### config.mk
export PLATFORM = sky130hd
export DESIGN_NAME = command_frame_receiver
export DESIGN_NICKNAME = d
export VERILOG_FILES = /design/src/design/cfr_pkg.sv /design/src/design/cfr_check.sv /design/src/design/command_frame_receiver.sv
export SDC_FILE = /design/constraint.sdc
export NUM_CORES = 1
export LEC_CHECK = 0
export CORE_ASPECT_RATIO = 0.8
export CORE_MARGIN = 4
export CORE_UTILIZATION = 49
export CTS_BUF_LIST = sky130_fd_sc_hd__clkbuf_16
export DETAILED_ROUTE_END_ITERATION = 6
export DONT_BUFFER_PORTS = 1
export GPL_ROUTABILITY_DRIVEN = 1
export PLACE_DENSITY = 0.71
export SLEW_MARGIN = 20
export SYNTH_ARGS = -nofsm -noshare
export SYNTH_HDL_FRONTEND = slang
export SYNTH_SLANG_ARGS = --single-unit
### constraint.sdc
create_clock -name clk_i -period 6.1 [get_ports clk_i]
set_input_delay 0.61 -clock clk_i [delete_from_list [all_inputs] [get_ports clk_i]]
set_output_delay 0.61 -clock clk_i [all_outputs]
set_load 0.1 [all_outputs]
### src/design/cfr_pkg.sv
// Shared types, constants and helper functions of the command frame receiver.
package cfr_pkg;

  localparam int unsigned LEN_W      = 10;
  localparam int unsigned INTERVAL_W = 14;
  localparam int unsigned FLAGS_W    = 3;
  localparam int unsigned SUM_W      = 7;
  localparam int unsigned ADDR_W     = 24;
  localparam int unsigned CHECKED_HEAD = 14;

  localparam logic [7:0] CH_OPEN  = 8'd60;
  localparam logic [7:0] CH_CLOSE = 8'd62;
  localparam logic [7:0] CH_LBRK  = 8'd91;
  localparam logic [7:0] CH_RBRK  = 8'd93;
  localparam int unsigned MIN_FRAME = 12;
  localparam int unsigned CMD_POS   = 10;
  localparam logic [INTERVAL_W-1:0] DEFAULT_INTERVAL = 14'd1000;
  localparam logic [ADDR_W-1:0] OWN_ADDRESS_RST = 24'h53544D;

  localparam int unsigned FLAG_ALL = 0;
  localparam int unsigned FLAG_PRS = 1;
  localparam int unsigned FLAG_HUM = 2;

  localparam logic [63:0] KW_STARTINT = "startint";
  localparam logic [31:0] KW_STOP     = "stop";
  localparam logic [39:0] KW_START    = "start";
  localparam logic [47:0] KW_OFFPOM   = "offpom";
  localparam logic [39:0] KW_ONPOM    = "onpom";
  localparam logic [55:0] KW_OFFWILG  = "offwilg";
  localparam logic [47:0] KW_ONWILG   = "onwilg";
  localparam logic [31:0] KW_ARCH     = "arch";

  typedef enum logic [2:0] {
    ST_OK       = 3'd0,
    ST_LEN_ERR  = 3'd1,
    ST_SUM_ERR  = 3'd2,
    ST_ADDR_ERR = 3'd3,
    ST_DATA_LEN = 3'd4,
    ST_NO_CMD   = 3'd5,
    ST_BAD_CMD  = 3'd6
  } status_e;

  typedef enum logic [3:0] {
    CMD_NONE     = 4'd0,
    CMD_STARTINT = 4'd1,
    CMD_STOP     = 4'd2,
    CMD_START    = 4'd3,
    CMD_OFFPOM   = 4'd4,
    CMD_ONPOM    = 4'd5,
    CMD_OFFWILG  = 4'd6,
    CMD_ONWILG   = 4'd7,
    CMD_ARCH     = 4'd8
  } cmd_e;

  typedef struct packed {
    status_e                 status;
    cmd_e                    code;
    logic [INTERVAL_W-1:0]   interval;
    logic [FLAGS_W-1:0]      flags;
  } res_t;

  function automatic logic is_digit(input logic [7:0] c);
    return (c >= 8'd48) && (c <= 8'd57);
  endfunction

  function automatic logic [LEN_W-1:0] len_value(input logic [2:0][7:0] d);
    return LEN_W'(d[0][3:0]) * LEN_W'(100) + LEN_W'(d[1][3:0]) * LEN_W'(10)
         + LEN_W'(d[2][3:0]);
  endfunction

  function automatic logic [SUM_W-1:0] mod100(input logic [8:0] v);
    logic [8:0] r;
    if (v >= 9'd300) begin
      r = v - 9'd300;
    end else if (v >= 9'd200) begin
      r = v - 9'd200;
    end else if (v >= 9'd100) begin
      r = v - 9'd100;
    end else begin
      r = v;
    end
    return r[SUM_W-1:0];
  endfunction

endpackage

### src/design/cfr_check.sv
// Frame checks and keyword decode at the closing bracket.
module cfr_check #(
  parameter int unsigned MAX_COMMAND_LEN = 256,
  parameter int unsigned POS_W           = 9
) (
  input  logic [2:0][7:0]                          len_digits_i,
  input  logic [15:0]                              last_two_i,
  input  logic [cfr_pkg::ADDR_W-1:0]               receiver_i,
  input  logic [cfr_pkg::ADDR_W-1:0]               own_address_i,
  input  logic [cfr_pkg::SUM_W-1:0]                command_sum_i,
  input  logic [POS_W-1:0]                         flen_i,
  input  logic [cfr_pkg::CHECKED_HEAD-1:0][7:0]    head_i,
  input  logic [cfr_pkg::INTERVAL_W-1:0]           interval_i,
  input  logic [cfr_pkg::FLAGS_W-1:0]              flags_i,
  output cfr_pkg::res_t                            res_o
);

  localparam int unsigned CMP_W =
    ((POS_W > cfr_pkg::LEN_W) ? POS_W : cfr_pkg::LEN_W) + 1;
  localparam int unsigned HW_W = 8 * cfr_pkg::CHECKED_HEAD;

  logic [HW_W-1:0]                  hw;
  logic                             len_ok;
  logic                             sum_digits_ok;
  logic [cfr_pkg::LEN_W-1:0]        len;
  logic [CMP_W-1:0]                 len_ext;
  logic [CMP_W-1:0]                 flen_ext;
  logic [cfr_pkg::SUM_W-1:0]        sum_given;
  logic                             int_digits_ok;
  logic [cfr_pkg::INTERVAL_W-1:0]   int_val;

  always_comb begin
    for (int i = 0; i < cfr_pkg::CHECKED_HEAD; i++) begin
      hw[HW_W-1-8*i -: 8] = head_i[i];
    end
  end

  assign len_ok = cfr_pkg::is_digit(len_digits_i[0]) && cfr_pkg::is_digit(len_digits_i[1])
                  && cfr_pkg::is_digit(len_digits_i[2]);
  assign sum_digits_ok = cfr_pkg::is_digit(last_two_i[15:8])
                         && cfr_pkg::is_digit(last_two_i[7:0]);
  assign len      = cfr_pkg::len_value(len_digits_i);
  assign len_ext  = CMP_W'(len);
  assign flen_ext = CMP_W'(flen_i);
  assign sum_given = cfr_pkg::SUM_W'(last_two_i[11:8]) * cfr_pkg::SUM_W'(10)
                   + cfr_pkg::SUM_W'(last_two_i[3:0]);
  assign int_digits_ok = cfr_pkg::is_digit(head_i[9]) && cfr_pkg::is_digit(head_i[10])
                         && cfr_pkg::is_digit(head_i[11]) && cfr_pkg::is_digit(head_i[12]);
  assign int_val = cfr_pkg::INTERVAL_W'(head_i[9][3:0])  * cfr_pkg::INTERVAL_W'(1000)
                 + cfr_pkg::INTERVAL_W'(head_i[10][3:0]) * cfr_pkg::INTERVAL_W'(100)
                 + cfr_pkg::INTERVAL_W'(head_i[11][3:0]) * cfr_pkg::INTERVAL_W'(10)
                 + cfr_pkg::INTERVAL_W'(head_i[12][3:0]);

  always_comb begin
    res_o.status   = cfr_pkg::ST_OK;
    res_o.code     = cfr_pkg::CMD_NONE;
    res_o.interval = interval_i;
    res_o.flags    = flags_i;
    if (!len_ok) begin
      res_o.status = cfr_pkg::ST_LEN_ERR;
    end else if (!sum_digits_ok) begin
      res_o.status = cfr_pkg::ST_SUM_ERR;
    end else if (receiver_i != own_address_i) begin
      res_o.status = cfr_pkg::ST_ADDR_ERR;
    end else if (len == '0) begin
      res_o.status = (flen_ext != CMP_W'(cfr_pkg::MIN_FRAME)) ? cfr_pkg::ST_DATA_LEN
                                                              : cfr_pkg::ST_NO_CMD;
    end else if (len_ext > CMP_W'(MAX_COMMAND_LEN)) begin
      res_o.status = cfr_pkg::ST_LEN_ERR;
    end else if (flen_ext != CMP_W'(cfr_pkg::MIN_FRAME) + len_ext) begin
      res_o.status = cfr_pkg::ST_LEN_ERR;
    end else if (command_sum_i != sum_given) begin
      res_o.status = cfr_pkg::ST_SUM_ERR;
    end else if (len == cfr_pkg::LEN_W'(14) && hw[HW_W-1 -: 64] == cfr_pkg::KW_STARTINT) begin
      if (head_i[8] != cfr_pkg::CH_LBRK || head_i[13] != cfr_pkg::CH_RBRK
          || !int_digits_ok) begin
        res_o.status = cfr_pkg::ST_BAD_CMD;
      end else begin
        res_o.code     = cfr_pkg::CMD_STARTINT;
        res_o.interval = int_val;
        res_o.flags[cfr_pkg::FLAG_ALL] = 1'b1;
      end
    end else if (len == cfr_pkg::LEN_W'(4) && hw[HW_W-1 -: 32] == cfr_pkg::KW_STOP) begin
      res_o.code = cfr_pkg::CMD_STOP;
      res_o.flags[cfr_pkg::FLAG_ALL] = 1'b0;
    end else if (len == cfr_pkg::LEN_W'(5) && hw[HW_W-1 -: 40] == cfr_pkg::KW_START) begin
      res_o.code     = cfr_pkg::CMD_START;
      res_o.interval = cfr_pkg::DEFAULT_INTERVAL;
      res_o.flags[cfr_pkg::FLAG_ALL] = 1'b1;
    end else if (len == cfr_pkg::LEN_W'(6) && hw[HW_W-1 -: 48] == cfr_pkg::KW_OFFPOM) begin
      res_o.code = cfr_pkg::CMD_OFFPOM;
      res_o.flags[cfr_pkg::FLAG_PRS] = 1'b0;
    end else if (len == cfr_pkg::LEN_W'(5) && hw[HW_W-1 -: 40] == cfr_pkg::KW_ONPOM) begin
      res_o.code     = cfr_pkg::CMD_ONPOM;
      res_o.interval = cfr_pkg::DEFAULT_INTERVAL;
      res_o.flags[cfr_pkg::FLAG_PRS] = 1'b1;
    end else if (len == cfr_pkg::LEN_W'(7) && hw[HW_W-1 -: 56] == cfr_pkg::KW_OFFWILG) begin
      res_o.code = cfr_pkg::CMD_OFFWILG;
      res_o.flags[cfr_pkg::FLAG_HUM] = 1'b0;
    end else if (len == cfr_pkg::LEN_W'(6) && hw[HW_W-1 -: 48] == cfr_pkg::KW_ONWILG) begin
      res_o.code     = cfr_pkg::CMD_ONWILG;
      res_o.interval = cfr_pkg::DEFAULT_INTERVAL;
      res_o.flags[cfr_pkg::FLAG_HUM] = 1'b1;
    end else if (len == cfr_pkg::LEN_W'(4) && hw[HW_W-1 -: 32] == cfr_pkg::KW_ARCH) begin
      res_o.code = cfr_pkg::CMD_ARCH;
      res_o.flags[cfr_pkg::FLAG_ALL] = 1'b0;
    end else begin
      res_o.status = cfr_pkg::ST_BAD_CMD;
    end
  end

endmodule

### src/design/command_frame_receiver.sv
// Command frame receiver top level: byte framing, field capture and result buffering.
// Takes one received byte per clock cycle while in_stall_o is low, with no gaps needed
// between beats. A frame is '<', three sender bytes, three receiver bytes, three decimal
// length digits, the command, two decimal checksum digits and '>'. The closing '>' of a
// frame of at least twelve positions yields one registered status beat; all checks and the
// keyword decode sit in combinational logic between the state registers and the result
// register. The result register is backed by one skid stage, so input beats keep flowing
// while a result waits; in_stall_o rises only when both hold an undelivered result. The
// own address register may be written at any time the block is idle and resets to "STM".
module command_frame_receiver #(
  parameter int unsigned MAX_COMMAND_LEN    = 256,
  parameter int unsigned FRAME_LIMIT        = 269,
  parameter int unsigned KEPT_COMMAND_BYTES = 16
) (
  input  logic                              clk_i,
  input  logic                              rst_ni,
  input  logic                              cfg_we_i,
  input  logic [cfr_pkg::ADDR_W-1:0]        cfg_data_i,
  input  logic                              in_valid_i,
  output logic                              in_stall_o,
  input  logic [7:0]                        rx_byte_i,
  output logic                              out_valid_o,
  input  logic                              out_stall_i,
  output logic [2:0]                        frame_status_o,
  output logic [3:0]                        command_code_o,
  output logic [cfr_pkg::INTERVAL_W-1:0]    interval_value_o,
  output logic                              measure_all_on_o,
  output logic                              pressure_on_o,
  output logic                              humidity_on_o
);

  localparam int unsigned POS_W  = $clog2(FRAME_LIMIT);
  localparam int unsigned CMP_W  =
    ((POS_W > cfr_pkg::LEN_W) ? POS_W : cfr_pkg::LEN_W) + 1;
  localparam int unsigned HEAD_W = $clog2(KEPT_COMMAND_BYTES);

  logic [cfr_pkg::ADDR_W-1:0]      own_address_q;
  logic                            in_frame_q, in_frame_d;
  logic [POS_W-1:0]                pos_q, pos_d;
  logic [cfr_pkg::ADDR_W-1:0]      receiver_q, receiver_d;
  logic [2:0][7:0]                 len_digits_q, len_digits_d;
  logic [cfr_pkg::SUM_W-1:0]       sum_q, sum_d;
  logic [15:0]                     last_two_q, last_two_d;
  logic [cfr_pkg::INTERVAL_W-1:0]  interval_q;
  logic [cfr_pkg::FLAGS_W-1:0]     flags_q;
  logic [7:0]                      head_q [KEPT_COMMAND_BYTES];
  logic [cfr_pkg::CHECKED_HEAD-1:0][7:0] head_pk;

  logic                            ov_q, sv_q;
  cfr_pkg::res_t                   od_q, sd_q;
  cfr_pkg::res_t                   chk;

  logic                            accept;
  logic                            res_valid;
  logic                            head_we;
  logic                            out_take;
  logic [CMP_W-1:0]                idx_ext;
  logic [CMP_W-1:0]                k_ext;
  logic [CMP_W-1:0]                pos_inc;
  logic                            len_ok;

  assign in_stall_o = sv_q;
  assign accept     = in_valid_i && !sv_q;
  assign out_take   = ov_q && !out_stall_i;

  assign idx_ext = CMP_W'(pos_q);
  assign k_ext   = idx_ext - CMP_W'(cfr_pkg::CMD_POS);
  assign pos_inc = idx_ext + CMP_W'(1);
  assign len_ok  = cfr_pkg::is_digit(len_digits_q[0]) && cfr_pkg::is_digit(len_digits_q[1])
                   && cfr_pkg::is_digit(len_digits_q[2]);

  always_comb begin
    for (int i = 0; i < cfr_pkg::CHECKED_HEAD; i++) begin
      head_pk[i] = head_q[i];
    end
  end

  cfr_check #(
    .MAX_COMMAND_LEN (MAX_COMMAND_LEN),
    .POS_W           (POS_W)
  ) u_check (
    .len_digits_i  (len_digits_q),
    .last_two_i    (last_two_q),
    .receiver_i    (receiver_q),
    .own_address_i (own_address_q),
    .command_sum_i (sum_q),
    .flen_i        (pos_q),
    .head_i        (head_pk),
    .interval_i    (interval_q),
    .flags_i       (flags_q),
    .res_o         (chk)
  );

  always_comb begin
    in_frame_d   = in_frame_q;
    pos_d        = pos_q;
    receiver_d   = receiver_q;
    len_digits_d = len_digits_q;
    sum_d        = sum_q;
    last_two_d   = last_two_q;
    res_valid    = 1'b0;
    head_we      = 1'b0;
    if (accept) begin
      if (rx_byte_i == cfr_pkg::CH_OPEN) begin
        in_frame_d   = 1'b1;
        pos_d        = POS_W'(1);
        receiver_d   = '0;
        len_digits_d = '0;
        sum_d        = '0;
        last_two_d   = '0;
      end else if (in_frame_q) begin
        if (rx_byte_i == cfr_pkg::CH_CLOSE) begin
          in_frame_d = 1'b0;
          pos_d      = '0;
          res_valid  = (idx_ext >= CMP_W'(cfr_pkg::MIN_FRAME));
        end else begin
          if (idx_ext >= CMP_W'(4) && idx_ext <= CMP_W'(6)) begin
            receiver_d = {receiver_q[15:0], rx_byte_i};
          end else if (idx_ext >= CMP_W'(7) && idx_ext <= CMP_W'(9)) begin
            len_digits_d[pos_q[1:0] - 2'd3] = rx_byte_i;
          end else if (idx_ext >= CMP_W'(cfr_pkg::CMD_POS)) begin
            head_we = (k_ext < CMP_W'(KEPT_COMMAND_BYTES));
            if (len_ok && k_ext < CMP_W'(cfr_pkg::len_value(len_digits_q))) begin
              sum_d = cfr_pkg::mod100({2'b00, sum_q} + {1'b0, rx_byte_i});
            end
          end
          last_two_d = {last_two_q[7:0], rx_byte_i};
          if (pos_inc >= CMP_W'(FRAME_LIMIT)) begin
            in_frame_d = 1'b0;
            pos_d      = '0;
          end else begin
            pos_d = pos_inc[POS_W-1:0];
          end
        end
      end
    end
  end

  always_ff @(posedge clk_i or negedge rst_ni) begin
    if (!rst_ni) begin
      own_address_q <= cfr_pkg::OWN_ADDRESS_RST;
      in_frame_q    <= 1'b0;
      pos_q         <= '0;
      receiver_q    <= '0;
      len_digits_q  <= '0;
      sum_q         <= '0;
      last_two_q    <= '0;
      interval_q    <= '0;
      flags_q       <= '0;
      ov_q          <= 1'b0;
      sv_q          <= 1'b0;
    end else begin
      if (cfg_we_i) begin
        own_address_q <= cfg_data_i;
      end
      in_frame_q   <= in_frame_d;
      pos_q        <= pos_d;
      receiver_q   <= receiver_d;
      len_digits_q <= len_digits_d;
      sum_q        <= sum_d;
      last_two_q   <= last_two_d;
      if (res_valid) begin
        interval_q <= chk.interval;
        flags_q    <= chk.flags;
      end
      if (sv_q) begin
        if (out_take) begin
          sv_q <= 1'b0;
        end
      end else if (res_valid) begin
        if (!ov_q || out_take) begin
          ov_q <= 1'b1;
        end else begin
          sv_q <= 1'b1;
        end
      end else if (out_take) begin
        ov_q <= 1'b0;
      end
    end
  end

  always_ff @(posedge clk_i) begin
    if (sv_q) begin
      if (out_take) begin
        od_q <= sd_q;
      end
    end else if (res_valid) begin
      if (!ov_q || out_take) begin
        od_q <= chk;
      end else begin
        sd_q <= chk;
      end
    end
  end

  always_ff @(posedge clk_i) begin
    if (head_we) begin
      head_q[k_ext[HEAD_W-1:0]] <= rx_byte_i;
    end
  end

  assign out_valid_o      = ov_q;
  assign frame_status_o   = od_q.status;
  assign command_code_o   = od_q.code;
  assign interval_value_o = od_q.interval;
  assign measure_all_on_o = od_q.flags[cfr_pkg::FLAG_ALL];
  assign pressure_on_o    = od_q.flags[cfr_pkg::FLAG_PRS];
  assign humidity_on_o    = od_q.flags[cfr_pkg::FLAG_HUM];

endmodule

* Word-level counts from Yosys, hierarchy flattened
Memories as Yosys holds them, arrays and structs flattened.
Index checks and enable logic that the tools add are counted.
** Operators by class
- Add/sub/neg operators :: 14
- Multiply operators :: 6
- Magnitude comparators :: 33
- Eq/ne operators :: 26
- Muxes and demuxes :: 142
- Bitwise operators :: 2
- Reductions and logical operators :: 53
** Operator list (count)
- $mux W15 :: 26
- $mux W24 :: 13
- $mux W18 :: 13
- $mux W21 :: 8
- $eq A48 B47 Y1 const B :: 2
- $eq A40 B39 Y1 const B :: 2
- $ge A8 B6 Y1 const B :: 9
- $le A8 B6 Y1 const B :: 9
- $mux W7 :: 10
- $eq A32 B31 Y1 const B :: 2
- $eq A64 B63 Y1 const B :: 1
- $mux W16 :: 4
- $eq A56 B55 Y1 const B :: 1
- $mux W3 :: 15
- $eq A10 B3 Y1 const B :: 4
- $mux W1 :: 38
- $mux W9 :: 4
- $logic_and A1 B1 Y1 :: 29
- $bwmux W24 :: 1
- $ne A24 B24 Y1 :: 1
- $mux W4 :: 5
- $ge A9 B3 Y1 const B :: 2
- $ge A9 B4 Y1 const B :: 2
- $demux W8 S2 :: 1
- 50 further kinds :: 74
** Storage, ports and cells
- Bits in registers :: 172
- Bits in writable memories :: 128
- Input port bits :: 37
- Output and inout bits :: 26
- Logic and storage cells :: 298
- Memories :: 1
** Memory list
- head_q :: depth 16, bits a word 8, read ports 14, clocked after memory_dff 0, wr ports 1, RTL line command_frame_receiver.sv:46 : logic [7:0] head_q [KEPT_COMMAND_BYTES];

* Logic depth before layout (Yosys ltp)
- Depth in word-level cells :: 56
- Mapped depth :: 21
- Gate-level depth less buffers :: 20

* Hierarchy
From an unflattened synthesis, not the netlist that was laid out.
** Unflattened totals
- Cell total of the unflattened synthesis :: 1483
- Area total of the unflattened synthesis :: 16941.2 um^2
** Modules (own cells, without submodules)
- command_frame_receiver :: instances 1, cells an instance 909, area each 12343.1 um^2
- cfr_check :: instances 1, cells an instance 574, area each 4598.2 um^2

* Least setup slack after synthesis
Ideal clock, no wire load.
- Path kind :: register -> register
- Start :: memory head_q[9][2]
- End :: register od_q, in the netlist interval_value_o[12], data pin
- Library setup time :: 0.260 ns
- Data arrival time :: 4.554 ns
- Path slack :: 1.287 ns
- Cell stages (with the launch flop) :: 17
- Path buffers :: 0
- Path through :: edfxtp_1 -> fa_1 -> inv_1 -> fa_1 -> inv_1 -> ha_1 -> a21oi_1 -> xnor2_1 -> ha_1 -> ha_1 -> ha_1 -> or4_1 -> a31o_2 -> a21oi_1 -> xnor2_1 -> o2bb2ai_1 -> mux2_2
** RTL lines
- from (decl) :: RTL line command_frame_receiver.sv:46
- to (signal assigned) :: RTL line command_frame_receiver.sv:185 : od_q <= sd_q;
- to (signal assigned) :: RTL line command_frame_receiver.sv:189 : od_q <= chk;
- to (decl) :: RTL line command_frame_receiver.sv:50 : cfr_pkg::res_t od_q, sd_q;

==> metrics.csv <==
stage,metric,value,unit
power_and_ir_drop,p_int,3.32,mW
finish,fill_cells,2784,
sta,final_hold_viol_count,1,
setup_path,crit_chain,fa_1 > inv_1 > fa_1 > inv_1 > ha_1 > a21oi_1 > xnor2_1 > ha_1 > ha_1 > ha_1 > or4_1 > a31o_2 > a21oi_1 > xnor2_1 > o2bb2ai_1 > mux2_2,
global_routing,grt_max_degree,125,
cts,ctsRootBufferMaster,clkbuf_16,
routing,detail_route.vias_per_cell,5.91,
sta,fmax,193,MHz
power_and_ir_drop,p_sw,1.12,mW
synthesis,synthCells,1468,
synthesis,syn_area,16200,sq um
die,start_util,0.498,
synthesis,synth_top_area_share,0.296,
die,ios,63,
global_routing,antenna_found_initial,0,
power_and_ir_drop,p_clk_frac,0.389,
synthesis,synth.mux.area_fraction,0.0228,
setup_path,path_class,register to register,
sta,worst_slew_pin_slew,1040,ps
sta,tns,0,ps
synthesis,ys_seq_area_frac,0.488,
power_and_ir_drop,comb_power_share,0.123,
sta,slew_violations,0,
synthesis,ys_warn_count,0,
sta,fin_crit,5170,ps
power_and_ir_drop,p_seq_frac,0.488,
die,die-area,36200,sq um
finish,register_area,7920,sq um
finish,nets,1663,
cts,cts_max_path_buffers,3,
synthesis,synthXorXnorAreaFrac,0.0446,
sta,skew,15.9,ps
cts,numCtsBuffers,28,
synthesis,synth_top_family_by_area,simple AND/OR/NAND/NOR gates,
power_and_ir_drop,powerDensity,251,nW/um^2
synthesis,ys_top_cells_by_area,"edfxtp_1, dfrtp_1, ha_1, nand2_1, fa_1",
global_routing,grtUsageTotal,0.207,
cts,cts_max_level,1,
synthesis,synth_top_flop_cell,edfxtp_1,
routing,finalWirelength,37800,microns
finish,finalInstanceArea,17600,sq um
finish,area_delta_synth_final,8.60,%
placed_design,place_area,16700,sq um
routing,dr_total_vias,11300,
worst_hold_path,hp-class,primary input to async pin,
setup_path,cp-start-kind,register,
cts,holdBufCountCts,1,
sta,hold_ws,-9.39,ps
die,die_width,212,microns
die,core_region_area,32600,sq um
setup_path,path_max_fanout,7,
routing,ant_nets,0,
synthesis,yosys.area_share.simple,0.167,
cts,clock-sinks,284,
power_and_ir_drop,total_power,4.43,mW
die,die_h,171,microns
sta,rsz0062_at_grt,no,
synthesis,synthDistinctLibCells,90,
setup_path,cpPeakStageDelay,660,ps
cts,clk_latency,560,ps
synthesis,async_flop_share,0.437,
setup_path,crit_path_frequent_cell,ha_1,
routing,dr.pass1.iters,5,
setup_path,cp_slowest_cell,fa_1,
synthesis,synth_compound_area_frac,0.117,
outcome,violations,hold timing,
finish,multi_input_area,7860,sq um
placed_design,dpl.hpwl,26700,microns
setup_path,worstPathRequired,6410,ps
setup_path,cp_top_family,adder cells,
routing,routedWlPerCell,19.7,microns
cts,postCtsSetupBuffers,0,
sta,finalCritPeriodShare,0.847,
synthesis,ys_ff_latch,284,
job,cap_violations,0,
synthesis,syn_avg_cell_area,11.1,sq um
setup_path,critPathBufInv,2,
synthesis,synth_fa_ha_area_frac,0.131,
finish,drive_gt1_frac,0.0991,
cts,clk_pin_slew,70,ps
sta,setup_viol,0,
routing,drt_iter0_markers,1012,
power_and_ir_drop,peakVddDrop,0.230,mV
setup_path,end_kind,register,
power_and_ir_drop,swShare,0.252,
cts,cts_tree,built,
sta,slew_headroom,0.306,
cts,post_cts_resize_count,0,
synthesis,synthMostInstantiatedCell,nand2_1,
synthesis,synth_common_cells,"nand2_1, edfxtp_1, ha_1",
synthesis,synth_edf_count,160,
global_routing,gr-total-overflow,0,
setup_path,critical_path_arrival,5480,ps
global_routing,grt_pass1_vias,11000,
synthesis,synth_top_area_cell,edfxtp_1,
synthesis,synth_nets,1660,
power_and_ir_drop,p_leak,7.28,nW
die,std_cell_rows,59,
global_routing,grt_pass1_wl,60000,microns
outcome,outcome,finished with violations,
routing,drc,0,
placed_design,portBuffers,0,
placed_design,gp_congestion,0.913,
[per-stage QoR]
stage | utilization | setup slack, ps | instances | hold WS (ps)
after floorplan | - | 1290 | 1468 | 314
after global placement | 0.512 | 1110 | 1867 | 319
after detailed placement | 0.512 | 987 | 1867 | 319
after CTS | 0.541 | 950 | 1920 | 50.7
after global routing | 0.541 | 644 | 1920 | 50.2
final | 0.541 | 931 | 1921 | -9.39
[registers in the layout, summed over array words and instances, names as in the netlist, 4 cells and up]
signal / cells
command_code_o: 4
head_q: 112
interval_q: 14
interval_value_o: 14
last_two_q: 16
len_digits_q: 24
own_address_q: 24
pos_q: 9
receiver_q: 24
sd_q: 24
sum_q: 7
[placed cells by master (no fill, tap or decap), types with 8 or more instances in the layout]
cell and instances:
a211oi_1 13, a21o_1 12, a21oi_1 42, a22o_1 29
a31oi_1 16, and2_1 10, and4_1 9, buf_4 10
clkbuf_16 29, dfrtp_1 112, dfstp_2 11, edfxtp_1 160
fa_1 25, ha_1 130, inv_1 88, mux2_2 32
nand2_1 171, nand2b_1 8, nand3_1 55, nand4_1 20
nor2_1 88, nor2_2 8, nor2b_1 17, nor3_1 23
nor3b_1 8, nor4_1 21, o211ai_1 8, o21ai_0 63
o21ai_1 13, o31ai_1 13, or2_2 16, xnor2_1 41
xor2_1 34
[path summary, 6_finish.rpt]
path	endpoint	cells past startpoint	start	slack, ps
worst max-delay path	interval_value_o[12]	16	head_q[9][2]	930
worst min-delay path	interval_q[10]	1	rst_ni	-9
worst max register to register	interval_value_o[12]	16	head_q[9][2]	930
worst min register to register	interval_q[4]	1	interval_q[4]	490
max in group asynchronous	len_digits_q[0]	1	rst_ni	5580
min in group clk_i	head_q[11][6]	0	rx_byte_i[6]	150
[layout make-up]
class | count | area share
Sequential cell | 284 | 0.449
Multi-Input combinational cell | 1063 | 0.446
Clock buffer | 29 | 0.0411
Tap cell | 427 | 0.0303
Inverter | 83 | 0.0177
Clock inverter | 23 | 0.0104
Timing Repair Buffer | 11 | 0.00581
Antenna cell | 1 | 0.000142
[cells by family after synthesis]
logic type | Yosys count
mux | 33
buf+inv | 121
simple gates | 521
xor+xnor | 78
flops | 284
fa+ha+maj | 155
compound gates | 276
[power by group through the flow]
stage / Combinational [mW] / Clock (mW) / Sequential [mW]
after floorplan: 0.420 / 0 / 2.18
after global placement: 0.509 / 0 / 2.20
after detailed placement: 0.519 / 0 / 2.20
after CTS: 0.543 / 1.74 / 2.16
after global routing: 0.610 / 1.83 / 2.17
final: 0.547 / 1.72 / 2.16
[per-layer routing]
layer,share of wire,GRT usage,routed length (microns)
met5,0,0,0
met4,0.023,0.0487,877
met3,0.070,0.0363,2630
met2,0.44,0.316,16800
met1,0.46,0.312,17500
Power figures use the tool's default switching activity.
